### config.mk
export PLATFORM = sky130hd
export DESIGN_NAME = rgb_yuv_gray_color_converter_core_flat
export DESIGN_NICKNAME = d
export VERILOG_FILES = /design/src/hw/rtl/ccv_pkg.sv /design/src/hw/rtl/ccv_pix_in_if.sv /design/src/hw/rtl/ccv_pix_out_if.sv /design/src/hw/rtl/ccv_in_stage.sv /design/src/hw/rtl/ccv_conv_stage.sv /design/src/hw/rtl/ccv_chroma_stage.sv /design/src/hw/rtl/rgb_yuv_gray_color_converter_core.sv /design/src/flat_wrapper.sv
export SDC_FILE = /design/constraint.sdc
export NUM_CORES = 2
export LEC_CHECK = 0
export ABC_AREA = 1
export BUFFER_PORTS_ARGS = -buffer_cell sky130_fd_sc_hd__buf_2
export CORE_AREA = 10 10 274 276
export CTS_CLUSTER_DIAMETER = 40
export DETAILED_ROUTE_END_ITERATION = 7
export DIE_AREA = 0 0 284 286
export PLACE_DENSITY = 0.75
export SYNTH_ARGS = -nofsm -noshare
export SYNTH_HDL_FRONTEND = slang
export SYNTH_SLANG_ARGS = --single-unit
### constraint.sdc
create_clock -name clk -period 8.9 [get_ports clk]
set_input_delay 1.78 -clock clk [delete_from_list [all_inputs] [get_ports clk]]
set_output_delay 1.78 -clock clk [all_outputs]
set_load 0.05 [all_outputs]
### src/hw/rtl/ccv_pkg.sv
// ----------------------------------------------------------------------------
// ccv_pkg
// Shared types, Q16 coefficients and channel helper functions for the
// RGB / YUV / Gray-coded color converter.
// ----------------------------------------------------------------------------
`timescale 1ns / 1ps
`default_nettype none

package ccv_pkg;

    typedef enum logic [2:0] {
        MODE_RGB2YUV  = 3'd0,
        MODE_YUV2RGB  = 3'd1,
        MODE_RGB2GRAY = 3'd2,
        MODE_GRAY2RGB = 3'd3,
        MODE_YUV2GRAY = 3'd4,
        MODE_GRAY2YUV = 3'd5
    } ccv_mode_t;

    typedef logic [7:0] ccv_byte_t;

    typedef struct packed {
        ccv_byte_t first;
        ccv_byte_t second;
        ccv_byte_t third;
        ccv_byte_t alpha;
    } ccv_pix_t;

    // Signed Q16 working value; wide enough for every sum in the converter.
    typedef logic signed [26:0] ccv_q16_t;
    typedef logic signed [8:0]  ccv_diff_t;
    typedef logic [16:0]        ccv_coef_t;

    // Per-stage advance enables of the pipeline.
    typedef struct packed {
        logic s1;
        logic s2;
        logic s3;
        logic s4;
        logic s5;
    } ccv_adv_t;

    localparam ccv_coef_t COEF_KR = 17'd19595;
    localparam ccv_coef_t COEF_KG = 17'd38470;
    localparam ccv_coef_t COEF_KB = 17'd7471;
    localparam ccv_coef_t COEF_KU = 17'd36962;
    localparam ccv_coef_t COEF_KV = 17'd46727;
    localparam ccv_coef_t COEF_RV = 17'd91947;
    localparam ccv_coef_t COEF_GV = 17'd46793;
    localparam ccv_coef_t COEF_GU = 17'd22544;
    localparam ccv_coef_t COEF_BU = 17'd116195;

    localparam ccv_q16_t Q16_HALF = 27'sd32768;
    localparam ccv_q16_t Q16_MID  = 27'sd8388608;
    localparam ccv_q16_t Q16_TOP  = 27'sd16711680;

    localparam ccv_diff_t CHROMA_OFS = 9'sd128;

    function automatic ccv_byte_t gray_enc(ccv_byte_t b);
        return b ^ (b >> 1);
    endfunction

    function automatic ccv_byte_t gray_dec(ccv_byte_t g);
        ccv_byte_t b;
        b = g;
        b = b ^ (b >> 1);
        b = b ^ (b >> 2);
        b = b ^ (b >> 4);
        return b;
    endfunction

    function automatic ccv_pix_t gray_enc_pix(ccv_pix_t p);
        ccv_pix_t r;
        r.first  = gray_enc(p.first);
        r.second = gray_enc(p.second);
        r.third  = gray_enc(p.third);
        r.alpha  = gray_enc(p.alpha);
        return r;
    endfunction

    function automatic ccv_pix_t gray_dec_pix(ccv_pix_t p);
        ccv_pix_t r;
        r.first  = gray_dec(p.first);
        r.second = gray_dec(p.second);
        r.third  = gray_dec(p.third);
        r.alpha  = gray_dec(p.alpha);
        return r;
    endfunction

    // Unsigned coefficient times a small signed value. Every product of the
    // converter fits the Q16 working width, so the low bits are exact.
    function automatic ccv_q16_t coef_mul(ccv_coef_t k, ccv_diff_t x);
        ccv_q16_t a;
        ccv_q16_t b;
        a = {10'd0, k};
        b = {{18{x[8]}}, x};
        return a * b;
    endfunction

    // Clamp to 0..255 and round half up.
    function automatic ccv_byte_t sat_q16(ccv_q16_t v);
        ccv_q16_t rnd;
        rnd = v + Q16_HALF;
        if (v < 0)
            return 8'd0;
        else if (v > Q16_TOP)
            return 8'd255;
        else
            return rnd[23:16];
    endfunction

endpackage

`default_nettype wire

### src/hw/rtl/ccv_pix_in_if.sv
// ----------------------------------------------------------------------------
// ccv_pix_in_if
// Valid/ready channel carrying one input pixel word and its mode.
// ----------------------------------------------------------------------------
`timescale 1ns / 1ps
`default_nettype none

interface ccv_pix_in_if;
    logic       valid;
    logic       ready;
    logic [2:0] mode;
    logic [7:0] in_first;
    logic [7:0] in_second;
    logic [7:0] in_third;
    logic [7:0] in_alpha;

    modport source (
        output valid, mode, in_first, in_second, in_third, in_alpha,
        input  ready
    );

    modport sink (
        input  valid, mode, in_first, in_second, in_third, in_alpha,
        output ready
    );
endinterface

`default_nettype wire

### src/hw/rtl/ccv_pix_out_if.sv
// ----------------------------------------------------------------------------
// ccv_pix_out_if
// Valid/ready channel carrying one converted pixel word.
// ----------------------------------------------------------------------------
`timescale 1ns / 1ps
`default_nettype none

interface ccv_pix_out_if;
    logic       valid;
    logic       ready;
    logic [7:0] out_first;
    logic [7:0] out_second;
    logic [7:0] out_third;
    logic [7:0] out_alpha;

    modport source (
        output valid, out_first, out_second, out_third, out_alpha,
        input  ready
    );

    modport sink (
        input  valid, out_first, out_second, out_third, out_alpha,
        output ready
    );
endinterface

`default_nettype wire

### src/hw/rtl/ccv_in_stage.sv
// ----------------------------------------------------------------------------
// ccv_in_stage
// Stage 1: registers the incoming pixel, Gray-decoding it in the modes that
// take the packed Gray-coded form.
// ----------------------------------------------------------------------------
`timescale 1ns / 1ps
`default_nettype none

module ccv_in_stage (
    input  wire               clk,
    input  wire               adv,
    input  ccv_pkg::ccv_mode_t mode,
    input  ccv_pkg::ccv_pix_t pix,
    output ccv_pkg::ccv_mode_t mode_q,
    output ccv_pkg::ccv_pix_t pix_q
);
    import ccv_pkg::*;

    ccv_mode_t mode_reg;
    ccv_pix_t  pix_reg;
    ccv_pix_t  pix_next;

    always_comb
    begin
        if (mode == MODE_GRAY2RGB || mode == MODE_GRAY2YUV)
            pix_next = gray_dec_pix(pix);
        else
            pix_next = pix;
    end

    always_ff @(posedge clk)
    begin
        if (adv)
        begin
            mode_reg <= mode;
            pix_reg  <= pix_next;
        end
    end

    assign mode_q = mode_reg;
    assign pix_q  = pix_reg;

endmodule

`default_nettype wire

### src/hw/rtl/ccv_conv_stage.sv
// ----------------------------------------------------------------------------
// ccv_conv_stage
// Stages 2 and 3: coefficient products, then luma and RGB sums with
// clamping and rounding.
// ----------------------------------------------------------------------------
`timescale 1ns / 1ps
`default_nettype none

module ccv_conv_stage (
    input  wire                clk,
    input  wire                adv_mul,
    input  wire                adv_sum,
    input  ccv_pkg::ccv_mode_t mode,
    input  ccv_pkg::ccv_pix_t  pix,
    output ccv_pkg::ccv_mode_t mode_q,
    output ccv_pkg::ccv_pix_t  pix_q,
    output ccv_pkg::ccv_byte_t luma_q,
    output ccv_pkg::ccv_pix_t  rgb_q
);
    import ccv_pkg::*;

    // Stage 2 registers.
    ccv_mode_t mode2_reg;
    ccv_pix_t  pix2_reg;
    ccv_q16_t  pr_kr_reg;
    ccv_q16_t  pr_kg_reg;
    ccv_q16_t  pr_kb_reg;
    ccv_q16_t  pr_rv_reg;
    ccv_q16_t  pr_gv_reg;
    ccv_q16_t  pr_gu_reg;
    ccv_q16_t  pr_bu_reg;

    // Stage 3 registers.
    ccv_mode_t mode3_reg;
    ccv_pix_t  pix3_reg;
    ccv_byte_t luma3_reg;
    ccv_pix_t  rgb3_reg;

    ccv_diff_t u_ofs;
    ccv_diff_t v_ofs;
    ccv_q16_t  y_sum;
    ccv_q16_t  y_sh;
    ccv_byte_t luma_next;
    ccv_pix_t  rgb_next;

    assign u_ofs = $signed({1'b0, pix.second}) - CHROMA_OFS;
    assign v_ofs = $signed({1'b0, pix.third}) - CHROMA_OFS;

    always_ff @(posedge clk)
    begin
        if (adv_mul)
        begin
            mode2_reg <= mode;
            pix2_reg  <= pix;
            pr_kr_reg <= coef_mul(COEF_KR, $signed({1'b0, pix.first}));
            pr_kg_reg <= coef_mul(COEF_KG, $signed({1'b0, pix.second}));
            pr_kb_reg <= coef_mul(COEF_KB, $signed({1'b0, pix.third}));
            pr_rv_reg <= coef_mul(COEF_RV, v_ofs);
            pr_gv_reg <= coef_mul(COEF_GV, v_ofs);
            pr_gu_reg <= coef_mul(COEF_GU, u_ofs);
            pr_bu_reg <= coef_mul(COEF_BU, u_ofs);
        end
    end

    // The input Y of the YUV to RGB path sits in the first channel.
    assign y_sum = pr_kr_reg + pr_kg_reg + pr_kb_reg;
    assign y_sh  = $signed({3'd0, pix2_reg.first, 16'd0});

    always_comb
    begin
        luma_next       = sat_q16(y_sum);
        rgb_next.first  = sat_q16(y_sh + pr_rv_reg);
        rgb_next.second = sat_q16(y_sh - pr_gv_reg - pr_gu_reg);
        rgb_next.third  = sat_q16(y_sh + pr_bu_reg);
        rgb_next.alpha  = pix2_reg.alpha;
    end

    always_ff @(posedge clk)
    begin
        if (adv_sum)
        begin
            mode3_reg <= mode2_reg;
            pix3_reg  <= pix2_reg;
            luma3_reg <= luma_next;
            rgb3_reg  <= rgb_next;
        end
    end

    assign mode_q = mode3_reg;
    assign pix_q  = pix3_reg;
    assign luma_q = luma3_reg;
    assign rgb_q  = rgb3_reg;

endmodule

`default_nettype wire

### src/hw/rtl/ccv_chroma_stage.sv
// ----------------------------------------------------------------------------
// ccv_chroma_stage
// Stages 4 and 5: chroma products from the clamped luma, chroma clamping,
// result selection by mode and the output register.
// ----------------------------------------------------------------------------
`timescale 1ns / 1ps
`default_nettype none

module ccv_chroma_stage (
    input  wire                clk,
    input  wire                adv_mul,
    input  wire                adv_out,
    input  ccv_pkg::ccv_mode_t mode,
    input  ccv_pkg::ccv_pix_t  pix,
    input  ccv_pkg::ccv_byte_t luma,
    input  ccv_pkg::ccv_pix_t  rgb,
    output ccv_pkg::ccv_pix_t  res_q
);
    import ccv_pkg::*;

    ccv_mode_t mode4_reg;
    ccv_pix_t  pix4_reg;
    ccv_byte_t luma4_reg;
    ccv_pix_t  rgb4_reg;
    ccv_q16_t  pr_u_reg;
    ccv_q16_t  pr_v_reg;
    ccv_pix_t  res_reg;

    ccv_diff_t b_my;
    ccv_diff_t r_my;
    ccv_pix_t  yuv;
    ccv_pix_t  res_next;

    assign b_my = $signed({1'b0, pix.third}) - $signed({1'b0, luma});
    assign r_my = $signed({1'b0, pix.first}) - $signed({1'b0, luma});

    always_ff @(posedge clk)
    begin
        if (adv_mul)
        begin
            mode4_reg <= mode;
            pix4_reg  <= pix;
            luma4_reg <= luma;
            rgb4_reg  <= rgb;
            pr_u_reg  <= coef_mul(COEF_KU, b_my);
            pr_v_reg  <= coef_mul(COEF_KV, r_my);
        end
    end

    always_comb
    begin
        yuv.first  = luma4_reg;
        yuv.second = sat_q16(pr_u_reg + Q16_MID);
        yuv.third  = sat_q16(pr_v_reg + Q16_MID);
        yuv.alpha  = pix4_reg.alpha;

        case (mode4_reg)
            MODE_RGB2YUV:  res_next = yuv;
            MODE_RGB2GRAY: res_next = gray_enc_pix(yuv);
            MODE_YUV2RGB,
            MODE_GRAY2RGB: res_next = rgb4_reg;
            MODE_YUV2GRAY: res_next = gray_enc_pix(pix4_reg);
            MODE_GRAY2YUV: res_next = pix4_reg;
            default:       res_next = '0;
        endcase
    end

    always_ff @(posedge clk)
    begin
        if (adv_out)
            res_reg <= res_next;
    end

    assign res_q = res_reg;

endmodule

`default_nettype wire

### src/hw/rtl/rgb_yuv_gray_color_converter_core.sv
// ----------------------------------------------------------------------------
// rgb_yuv_gray_color_converter_core
// Five-stage pipelined RGBA / YUVA / Gray-coded pixel converter.
// ----------------------------------------------------------------------------
// The converter takes one pixel word per clock while nothing stalls the pipeline
// and returns the converted words in order. The pipeline stages are: input
// register with Gray decode, coefficient multipliers, luma and RGB sums with
// clamping, chroma multipliers on the clamped luma, and the chroma clamp with
// the output register. Every stage has its own valid bit and moves forward
// whenever the next stage is empty or moving, so a stall on the output fills
// the empty stages before the input is held, and bubbles are squeezed out.
// Modes 6 and 7 give an all-zero word.
`timescale 1ns / 1ps
`default_nettype none

module rgb_yuv_gray_color_converter_core (
    input  wire           clk,
    input  wire           rst_n,
    ccv_pix_in_if.sink    pix_in,
    ccv_pix_out_if.source pix_out
);
    import ccv_pkg::*;

    localparam int unsigned NUM_STAGES = 5;

    logic [NUM_STAGES-1:0] valid_reg;
    logic [NUM_STAGES-1:0] valid_next;
    ccv_adv_t              adv;

    ccv_pix_t  in_pix;
    ccv_mode_t mode1;
    ccv_pix_t  pix1;
    ccv_mode_t mode3;
    ccv_pix_t  pix3;
    ccv_byte_t luma3;
    ccv_pix_t  rgb3;
    ccv_pix_t  res5;

    always_comb
    begin
        adv.s5 = !valid_reg[4] || pix_out.ready;
        adv.s4 = !valid_reg[3] || adv.s5;
        adv.s3 = !valid_reg[2] || adv.s4;
        adv.s2 = !valid_reg[1] || adv.s3;
        adv.s1 = !valid_reg[0] || adv.s2;
    end

    always_comb
    begin
        valid_next    = valid_reg;
        if (adv.s1)
            valid_next[0] = pix_in.valid;
        if (adv.s2)
            valid_next[1] = valid_reg[0];
        if (adv.s3)
            valid_next[2] = valid_reg[1];
        if (adv.s4)
            valid_next[3] = valid_reg[2];
        if (adv.s5)
            valid_next[4] = valid_reg[3];
    end

    always_ff @(posedge clk or negedge rst_n)
    begin
        if (!rst_n)
            valid_reg <= '0;
        else
            valid_reg <= valid_next;
    end

    assign in_pix.first  = pix_in.in_first;
    assign in_pix.second = pix_in.in_second;
    assign in_pix.third  = pix_in.in_third;
    assign in_pix.alpha  = pix_in.in_alpha;

    ccv_in_stage u_in_stage (
        .clk    (clk),
        .adv    (adv.s1),
        .mode   (ccv_mode_t'(pix_in.mode)),
        .pix    (in_pix),
        .mode_q (mode1),
        .pix_q  (pix1)
    );

    ccv_conv_stage u_conv_stage (
        .clk     (clk),
        .adv_mul (adv.s2),
        .adv_sum (adv.s3),
        .mode    (mode1),
        .pix     (pix1),
        .mode_q  (mode3),
        .pix_q   (pix3),
        .luma_q  (luma3),
        .rgb_q   (rgb3)
    );

    ccv_chroma_stage u_chroma_stage (
        .clk     (clk),
        .adv_mul (adv.s4),
        .adv_out (adv.s5),
        .mode    (mode3),
        .pix     (pix3),
        .luma    (luma3),
        .rgb     (rgb3),
        .res_q   (res5)
    );

    assign pix_in.ready       = adv.s1;
    assign pix_out.valid      = valid_reg[4];
    assign pix_out.out_first  = res5.first;
    assign pix_out.out_second = res5.second;
    assign pix_out.out_third  = res5.third;
    assign pix_out.out_alpha  = res5.alpha;

endmodule

`default_nettype wire

### src/flat_wrapper.sv
// flat-port wrapper written by rule: the top's interface ports become plain ports
module rgb_yuv_gray_color_converter_core_flat import ccv_pkg::*;
  (clk, rst_n, pix_in_valid, pix_in_mode, pix_in_in_first, pix_in_in_second, pix_in_in_third, pix_in_in_alpha, pix_in_ready, pix_out_valid, pix_out_out_first, pix_out_out_second, pix_out_out_third, pix_out_out_alpha, pix_out_ready);
  ccv_pix_in_if pix_in_i ();
  ccv_pix_out_if pix_out_i ();
  input  wire clk;
  input  wire rst_n;
  input wire logic [$bits(pix_in_i.valid)-1:0] pix_in_valid;
  input wire logic [$bits(pix_in_i.mode)-1:0] pix_in_mode;
  input wire logic [$bits(pix_in_i.in_first)-1:0] pix_in_in_first;
  input wire logic [$bits(pix_in_i.in_second)-1:0] pix_in_in_second;
  input wire logic [$bits(pix_in_i.in_third)-1:0] pix_in_in_third;
  input wire logic [$bits(pix_in_i.in_alpha)-1:0] pix_in_in_alpha;
  output wire logic [$bits(pix_in_i.ready)-1:0] pix_in_ready;
  output wire logic [$bits(pix_out_i.valid)-1:0] pix_out_valid;
  output wire logic [$bits(pix_out_i.out_first)-1:0] pix_out_out_first;
  output wire logic [$bits(pix_out_i.out_second)-1:0] pix_out_out_second;
  output wire logic [$bits(pix_out_i.out_third)-1:0] pix_out_out_third;
  output wire logic [$bits(pix_out_i.out_alpha)-1:0] pix_out_out_alpha;
  input wire logic [$bits(pix_out_i.ready)-1:0] pix_out_ready;
  assign pix_in_i.valid = pix_in_valid;
  assign pix_in_i.mode = pix_in_mode;
  assign pix_in_i.in_first = pix_in_in_first;
  assign pix_in_i.in_second = pix_in_in_second;
  assign pix_in_i.in_third = pix_in_in_third;
  assign pix_in_i.in_alpha = pix_in_in_alpha;
  assign pix_in_ready = pix_in_i.ready;
  assign pix_out_valid = pix_out_i.valid;
  assign pix_out_out_first = pix_out_i.out_first;
  assign pix_out_out_second = pix_out_i.out_second;
  assign pix_out_out_third = pix_out_i.out_third;
  assign pix_out_out_alpha = pix_out_i.out_alpha;
  assign pix_out_i.ready = pix_out_ready;
  rgb_yuv_gray_color_converter_core u_core (.clk(clk), .rst_n(rst_n), .pix_in(pix_in_i), .pix_out(pix_out_i));
endmodule
Yosys cells after proc, flatten, opt, wreduce, memory -nomap -nowiden
Cells that the tools add are included.
{ "op_classes": {"n_eq_ne": 7, "n_mul": 9, "n_reduce_logical": 13, "order_cmp": 12, "bitwise": 19, "n_mux": 10, "n_addsub": 18} }
{ "op_table": {"columns": ["operator", "count"], "rows": [
  ["> comparator 27 x 25 -> 1 bit, second input constant", 6],
  ["less-than comparator 27 x 1 -> 1 bit, second input constant", 6],
  ["one-hot mux 32 bit (5 select lines)", 1],
  ["adder 24 x 17 -> 24 bit, second input constant", 6],
  ["bitwise XOR 8 x 7 -> 8 bit", 11],
  ["two-way mux 8 bit", 8],
  ["adder 25 x 27 -> 27 bit", 2],
  ["adder 27 x 25 -> 27 bit, second input constant", 2],
  ["adder 27 bit", 2],
  ["multiplier 18 x 9 -> 27 bit, first input constant", 2],
  ["multiplier 17 x 9 -> 26 bit, first input constant", 2],
  ["multiplier 15 x 8 -> 23 bit, first input constant", 2],
  ["two-way mux 32 bit", 1],
  ["bitwise XOR 8 x 4 -> 8 bit", 4],
  ["bitwise XOR 8 x 6 -> 8 bit", 4],
  ["subtractor 25 x 27 -> 27 bit", 1],
  ["subtractor 27 bit", 1],
  ["multiplier 16 x 9 -> 25 bit, first input constant", 1],
  ["multiplier 12 x 9 -> 21 bit, first input constant", 1],
  ["multiplier 13 x 8 -> 21 bit, first input constant", 1],
  ["subtractor 8 x 8 -> 9 bit", 2],
  ["subtractor 8 x 8 -> 9 bit, second input constant", 2],
  ["== test 3 x 2 -> 1 bit, second input constant", 3],
  ["== test 3 bit, second input constant", 3],
  ["5 further kinds", 14]
]} }
{ "word_totals": {"register_bits": 478, "out_inout_bits": 34, "inputBits": 39} }

Logic depth before layout (Yosys ltp)
{ "depth": {"ltp_word": 6, "mapped_depth": 33, "mapped_depth_nobuf": 33} }

Cells and area by module
A second synthesis with hierarchy kept.
{ "hier_totals": {"hier_cells": 4684, "hier_area_um2": 42692.2} }
{ "modules_own_cells": {"columns": ["mod", "n_inst", "cells_each", "area_per_inst_um2", "seq_area_each_um2"], "rows": [
  ["ccv_conv_stage", 1, 2954, 27488.9, 7567.3],
  ["ccv_chroma_stage", 1, 1304, 12453.2, 4744.6],
  ["ccv_in_stage", 1, 405, 2542.4, 1051.0],
  ["rgb_yuv_gray_color_converter_core", 1, 21, 207.7, 125.1]
]} }

Worst setup path before layout
No wires, ideal clock.
{ "synth_path": {"path_type": "input-to-reg", "startpoint": "input port pix_out_ready", "endpoint": "register u_core.u_conv_stage.mode2_reg[0] (enable)", "required_time_ns": 8.362, "stages": 8, "setup_ns": 0.538, "setup_slack_ns": -1.855, "arrival_ns": 10.217, "path_cell_list": "nor2_1 -> inv_1 -> nor2_1 -> inv_1 -> nor2_1 -> inv_1 -> nor2_1 -> inv_1"} }
{ "synth_via": {"elab_chain_len": 4} }
{ "synth_rtl": {"columns": ["item", "line", "source"], "rows": [
  ["start, declared", "flat_wrapper.sv:20", "input wire logic [$bits(pix_out_i.ready)-1:0] pix_out_ready;"],
  ["logical OR 1 bit", "rgb_yuv_gray_color_converter_core.sv:41", "adv.s5 = !valid_reg[4] || pix_out.ready;"],
  ["via u_core.u_chroma_stage.adv_out", "ccv_chroma_stage.sv:12", "input wire adv_out,"],
  ["logical OR 1 bit", "rgb_yuv_gray_color_converter_core.sv:42", "adv.s4 = !valid_reg[3] || adv.s5;"],
  ["via u_core.u_chroma_stage.adv_mul", "ccv_chroma_stage.sv:11", "input wire adv_mul,"],
  ["logical OR 1 bit", "rgb_yuv_gray_color_converter_core.sv:43", "adv.s3 = !valid_reg[2] || adv.s4;"],
  ["via u_core.u_conv_stage.adv_sum", "ccv_conv_stage.sv:12", "input wire adv_sum,"],
  ["logical OR 1 bit", "rgb_yuv_gray_color_converter_core.sv:44", "adv.s2 = !valid_reg[1] || adv.s3;"],
  ["via u_core.u_conv_stage.adv_mul", "ccv_conv_stage.sv:11", "input wire adv_mul,"],
  ["end signal, assigned", "ccv_conv_stage.sv:53", "mode2_reg <= mode;"],
  ["end, declared", "ccv_conv_stage.sv:23", "ccv_mode_t mode2_reg;"]
]} }
The timed path passes the listed nets, and every way through them passes these cells.
A chain may end at the register's enable or synchronous reset.

Final worst setup path
{ "layout_path": {"startpoint": "register u_core.u_conv_stage.pix3_reg (netlist bit u_core.u_conv_stage.pix_q[24])", "endpoint": "register u_core.u_chroma_stage.pr_v_reg[18] (data pin)"} }
{ "layout_via": {"elab_chain_len": 2} }
{ "layout_rtl": {"columns": ["item", "line", "source"], "rows": [
  ["start, declared", "ccv_conv_stage.sv:35", "ccv_pix_t pix3_reg;"],
  ["start signal, assigned", "ccv_conv_stage.sv:83", "pix3_reg <= pix2_reg;"],
  ["subtractor 8 x 8 -> 9 bit", "ccv_chroma_stage.sv:35", "assign r_my = $signed({1'b0, pix.first}) - $signed({1'b0, luma});"],
  ["multiplier 17 x 9 -> 26 bit", "ccv_pkg.sv:97", "return a * b;"],
  ["end signal, assigned", "ccv_chroma_stage.sv:46", "pr_v_reg <= coef_mul(COEF_KV, r_my);"],
  ["end, declared", "ccv_chroma_stage.sv:26", "ccv_q16_t pr_v_reg;"]
]} }
No other way between the ends.

==> impl_summary.log <==
[metrics] result of the run: finished clean
[metrics] Post-Route M1 WL: 41.71 mm
[metrics] Area contributors post-synth: edfxtp_1, ha_1, fa_1
[metrics] TritonCTS clock tree: yes
[metrics] Placement Rows: 97
[metrics] last weighted congestion value of the routability-driven placer: 0.9615
[metrics] DRC violations left: 0
[metrics] Initial Utilization: 58.48%
[metrics] post-CTS setup repair buffer count: 0
[metrics] startpoint of the lowest-slack register-to-register path: u_core.u_conv_stage.pix_q[24]
[metrics] distinct cell type count of the synthesized netlist: 52
[metrics] clk root buf: clkbuf_16
[metrics] final-layout setup total negative slack: 0 ns
[metrics] per-cell via count in the routed design: 5.452
[metrics] smallest hold slack: 0.4006 ns
[metrics] main flop type after synthesis: edfxtp_1
[metrics] I/O Pins: 73
[metrics] startpoint of the worst setup timing path: u_core.u_conv_stage.pix_q[24]
[metrics] cell count after synthesis: 4249
[metrics] type of the most critical hold path: reg -> reg
[metrics] Post-synth ARST share: 1.131%
[metrics] kind of capture point of the worst setup path: flop
[metrics] total via count in the routed design: 29430
[metrics] kind of launch point of the worst setup path: flop
[metrics] total clock buffers created by CTS: 75
[metrics] timing endpoint of the critical path: u_core.u_chroma_stage.pr_v_reg[18]
[metrics] portion of the post-synthesis area used by sequential elements: 32.57%
[metrics] number of placed instances with taps included: 5259
[metrics] peak fanout along the critical path: 6
[metrics] reg-to-reg slack, setup: 2.54 ns
[metrics] diode insertion count for antenna repair: 0
[metrics] most numerous cell in the Yosys netlist: inv_1
[metrics] area of the mapped netlist: 40670 µm²
[metrics] post-layout minimum cycle time: 6.360 ns
[metrics] crit-path max cell delay: 0.55 ns
[metrics] Pins Over Slew Limit: 0
[metrics] count of flip-flops with a built-in enable after synthesis: 437
[metrics] CP max stage cell: fa_1
[metrics] max layer used: met5
[metrics] routed len/inst: 17.95 µm
[metrics] maximum number of pins on one net before global-route repair: 157
[metrics] core occupancy in the finished layout: 64.43%
[metrics] clock-pin slew on the worst setup and hold paths: 0.06 ns
[metrics] library cell occupying the most area in the post-synthesis netlist: edfxtp_1
[metrics] average size of a mapped cell: 9.572 µm²
[metrics] RSZ-0062 raised after global routing: no
[metrics] maximum operating frequency: 157.2 MHz
[metrics] number of register bits inferred by synthesis: 442
[metrics] top cells by instance count after synthesis: inv_1, ha_1, nand2_1
[metrics] met2 WL post-DR: 46.07 mm
[metrics] non-filler cells, final: 5397
[metrics] cell count of the worst reg-to-reg path: 29
[metrics] most frequent cell on the critical path: inv_1
[metrics] max_cap viols: 0
[metrics] number of nets still failing antenna checks after routing: 0
[metrics] required time at the endpoint of the critical path: 9.24 ns
[metrics] initial antenna violation count: 2
[metrics] worst slew pin tran: 1.175 ns
[metrics] CP Data Arrival Time: 6.70 ns
[metrics] Horiz. Die Dim: 284 µm
[metrics] post-synthesis net count: 5232
[metrics] routed length on met3: 6.315 mm
[metrics] Pre-antenna DRT Iters: 6
[metrics] Clock Path Buffers: 3
[metrics] top cell type's share of synthesized area: 32.27%
[metrics] starting DRC count in detailed routing: 1958
[metrics] total detailed-routing wirelength: 96.88 mm
[metrics] maximum level of the CTS H-tree: 3
[metrics] Std-Cell Core Area: 69540 µm²
[metrics] max-slew headroom at the worst pin: 20.82%
[metrics] sum of net half-perimeters after detailed placement: 78.24 mm
[metrics] area of the die: 81220 µm²
[metrics] worst-case clock skew: 0.03029 ns
[metrics] via count of the first global-routing pass: 29630
[metrics] ratio of final minimum period to clock period: 71.46%
[metrics] clock latency on the worst-skew pair: 0.62 ns
[metrics] port buffer count: 72
[metrics] number of clock sinks: 442
[metrics] residual overflow from global routing: 0
[metrics] quantity of hold-fixing buffers added after cts: 0
[metrics] first-pass GRT wire length: 156.1 mm
[metrics] number of nets at the end of the flow: 5379
[metrics] endpoints failing hold: 0
[metrics] die extent in y: 286 µm
[metrics] proportion of layout cells with a drive suffix above 1: 6.394%
[metrics] reg-to-reg critical path endpoint: u_core.u_chroma_stage.pr_v_reg[18]
[metrics] crit path kind: reg -> reg
[metrics] Warnings, synthesis: 0
[metrics] cells resized by post-CTS repair: 0
[metrics] count of fill cells added during filler insertion: 5618
[metrics] area delta synth->final: 10.16%
[metrics] Setup violations, final: 0
[metrics] total routing resource utilization after global routing: 24.01%
## final cells by class
class | count | area [µm²] | share of cell area, %
Clock inverter | 56 | 578.1 | 1.290
Timing Repair Buffer | 89 | 500.5 | 1.117
Inverter | 793 | 2984 | 6.660
Sequential cell | 442 | 13250 | 29.57
Multi-Input combinational cell | 2995 | 24380 | 54.42
Tap cell | 940 | 1176 | 2.625
Clock buffer | 82 | 1934 | 4.317
## routing by layer
layer,vias to the layer above,global-route usage (%)
met5,-,0
li1,14490,-
met4,2,7.501
met1,13900,30.96
met3,172,4.075
met2,857,40.90
## how the worst min path moves through the flow
stage,start,end,cells past startpoint
2_1_floorplan,u_core.u_conv_stage.mode_q[0],u_core.u_chroma_stage.mode4_reg[0],0
3_3_place_gp,u_core.u_conv_stage.pix_q[20],u_core.u_chroma_stage.pix4_reg[20],0
3_5_place_dp,u_core.u_conv_stage.pix_q[16],u_core.u_chroma_stage.pix4_reg[16],0
4_1_cts,u_core.u_conv_stage.pix_q[17],u_core.u_chroma_stage.pix4_reg[17],0
5_1_grt,u_core.u_conv_stage.pix_q[17],u_core.u_chroma_stage.pix4_reg[17],0
6_report,u_core.u_conv_stage.pix_q[17],u_core.u_chroma_stage.pix4_reg[17],0
## cells by family (layout without fill, tap and decap cells)
family | count (synthesis) | count (layout) | synth area share, %
AOI/OAI and AO/OA | 541 | 541 | 7.304
DFF | 442 | 442 | 32.57
adders and majority gates | 944 | 944 | 33.53
xor gates and xnor gates | 272 | 272 | 5.876
buffers and inverters | 812 | 1020 | 7.497
and+or+nand+nor | 1238 | 1238 | 13.22
## placed cells by master, fill, tap and decap left out, types with 12 or more instances in the layout
master and n:
xor2_1 180, edfxtp_1 437, a21oi_1 274, ha_1 701, nand2_2 19, nor3_1 36, o211ai_1 19, o21bai_1 17
xnor2_1 91, nand2_1 668, nor2_1 207, inv_1 786, buf_4 16, o21ai_1 20, or2_2 15, clkbuf_16 76
fa_1 243, nand4_1 51, inv_6 12, nand3_1 161, o21ai_0 143, clkinvlp_4 15, nand3b_1 22, a31oi_1 18
buf_2 72, nor4_1 22
## critical path: cells and delay by family, from the launching register on
| kind | cells | cell delay [ns] |
|---|---|---|
| XOR/XNOR | 2 | 0.53 |
| buffers and inverters | 6 | 0.58 |
| AO/OA/AOI/OAI | 5 | 1.00 |
| flip-flops | 1 | 0.37 |
| AND/OR/NAND/NOR | 9 | 0.91 |
| adder cells (fa/ha/maj) | 7 | 2.71 |
## stage by stage
stage | setup WS (ns) | instance area (µm²)
after floorplan | -0.1238 | 40680
after global placement | 2.626 | 42290
after detailed placement | 2.578 | 42290
after CTS | 2.500 | 44800
after global routing | 2.014 | 44800
final | 2.540 | 44800
Power is not shown: default switching activity piles up to over one toggle a cycle in this logic, so the estimate is an artifact.
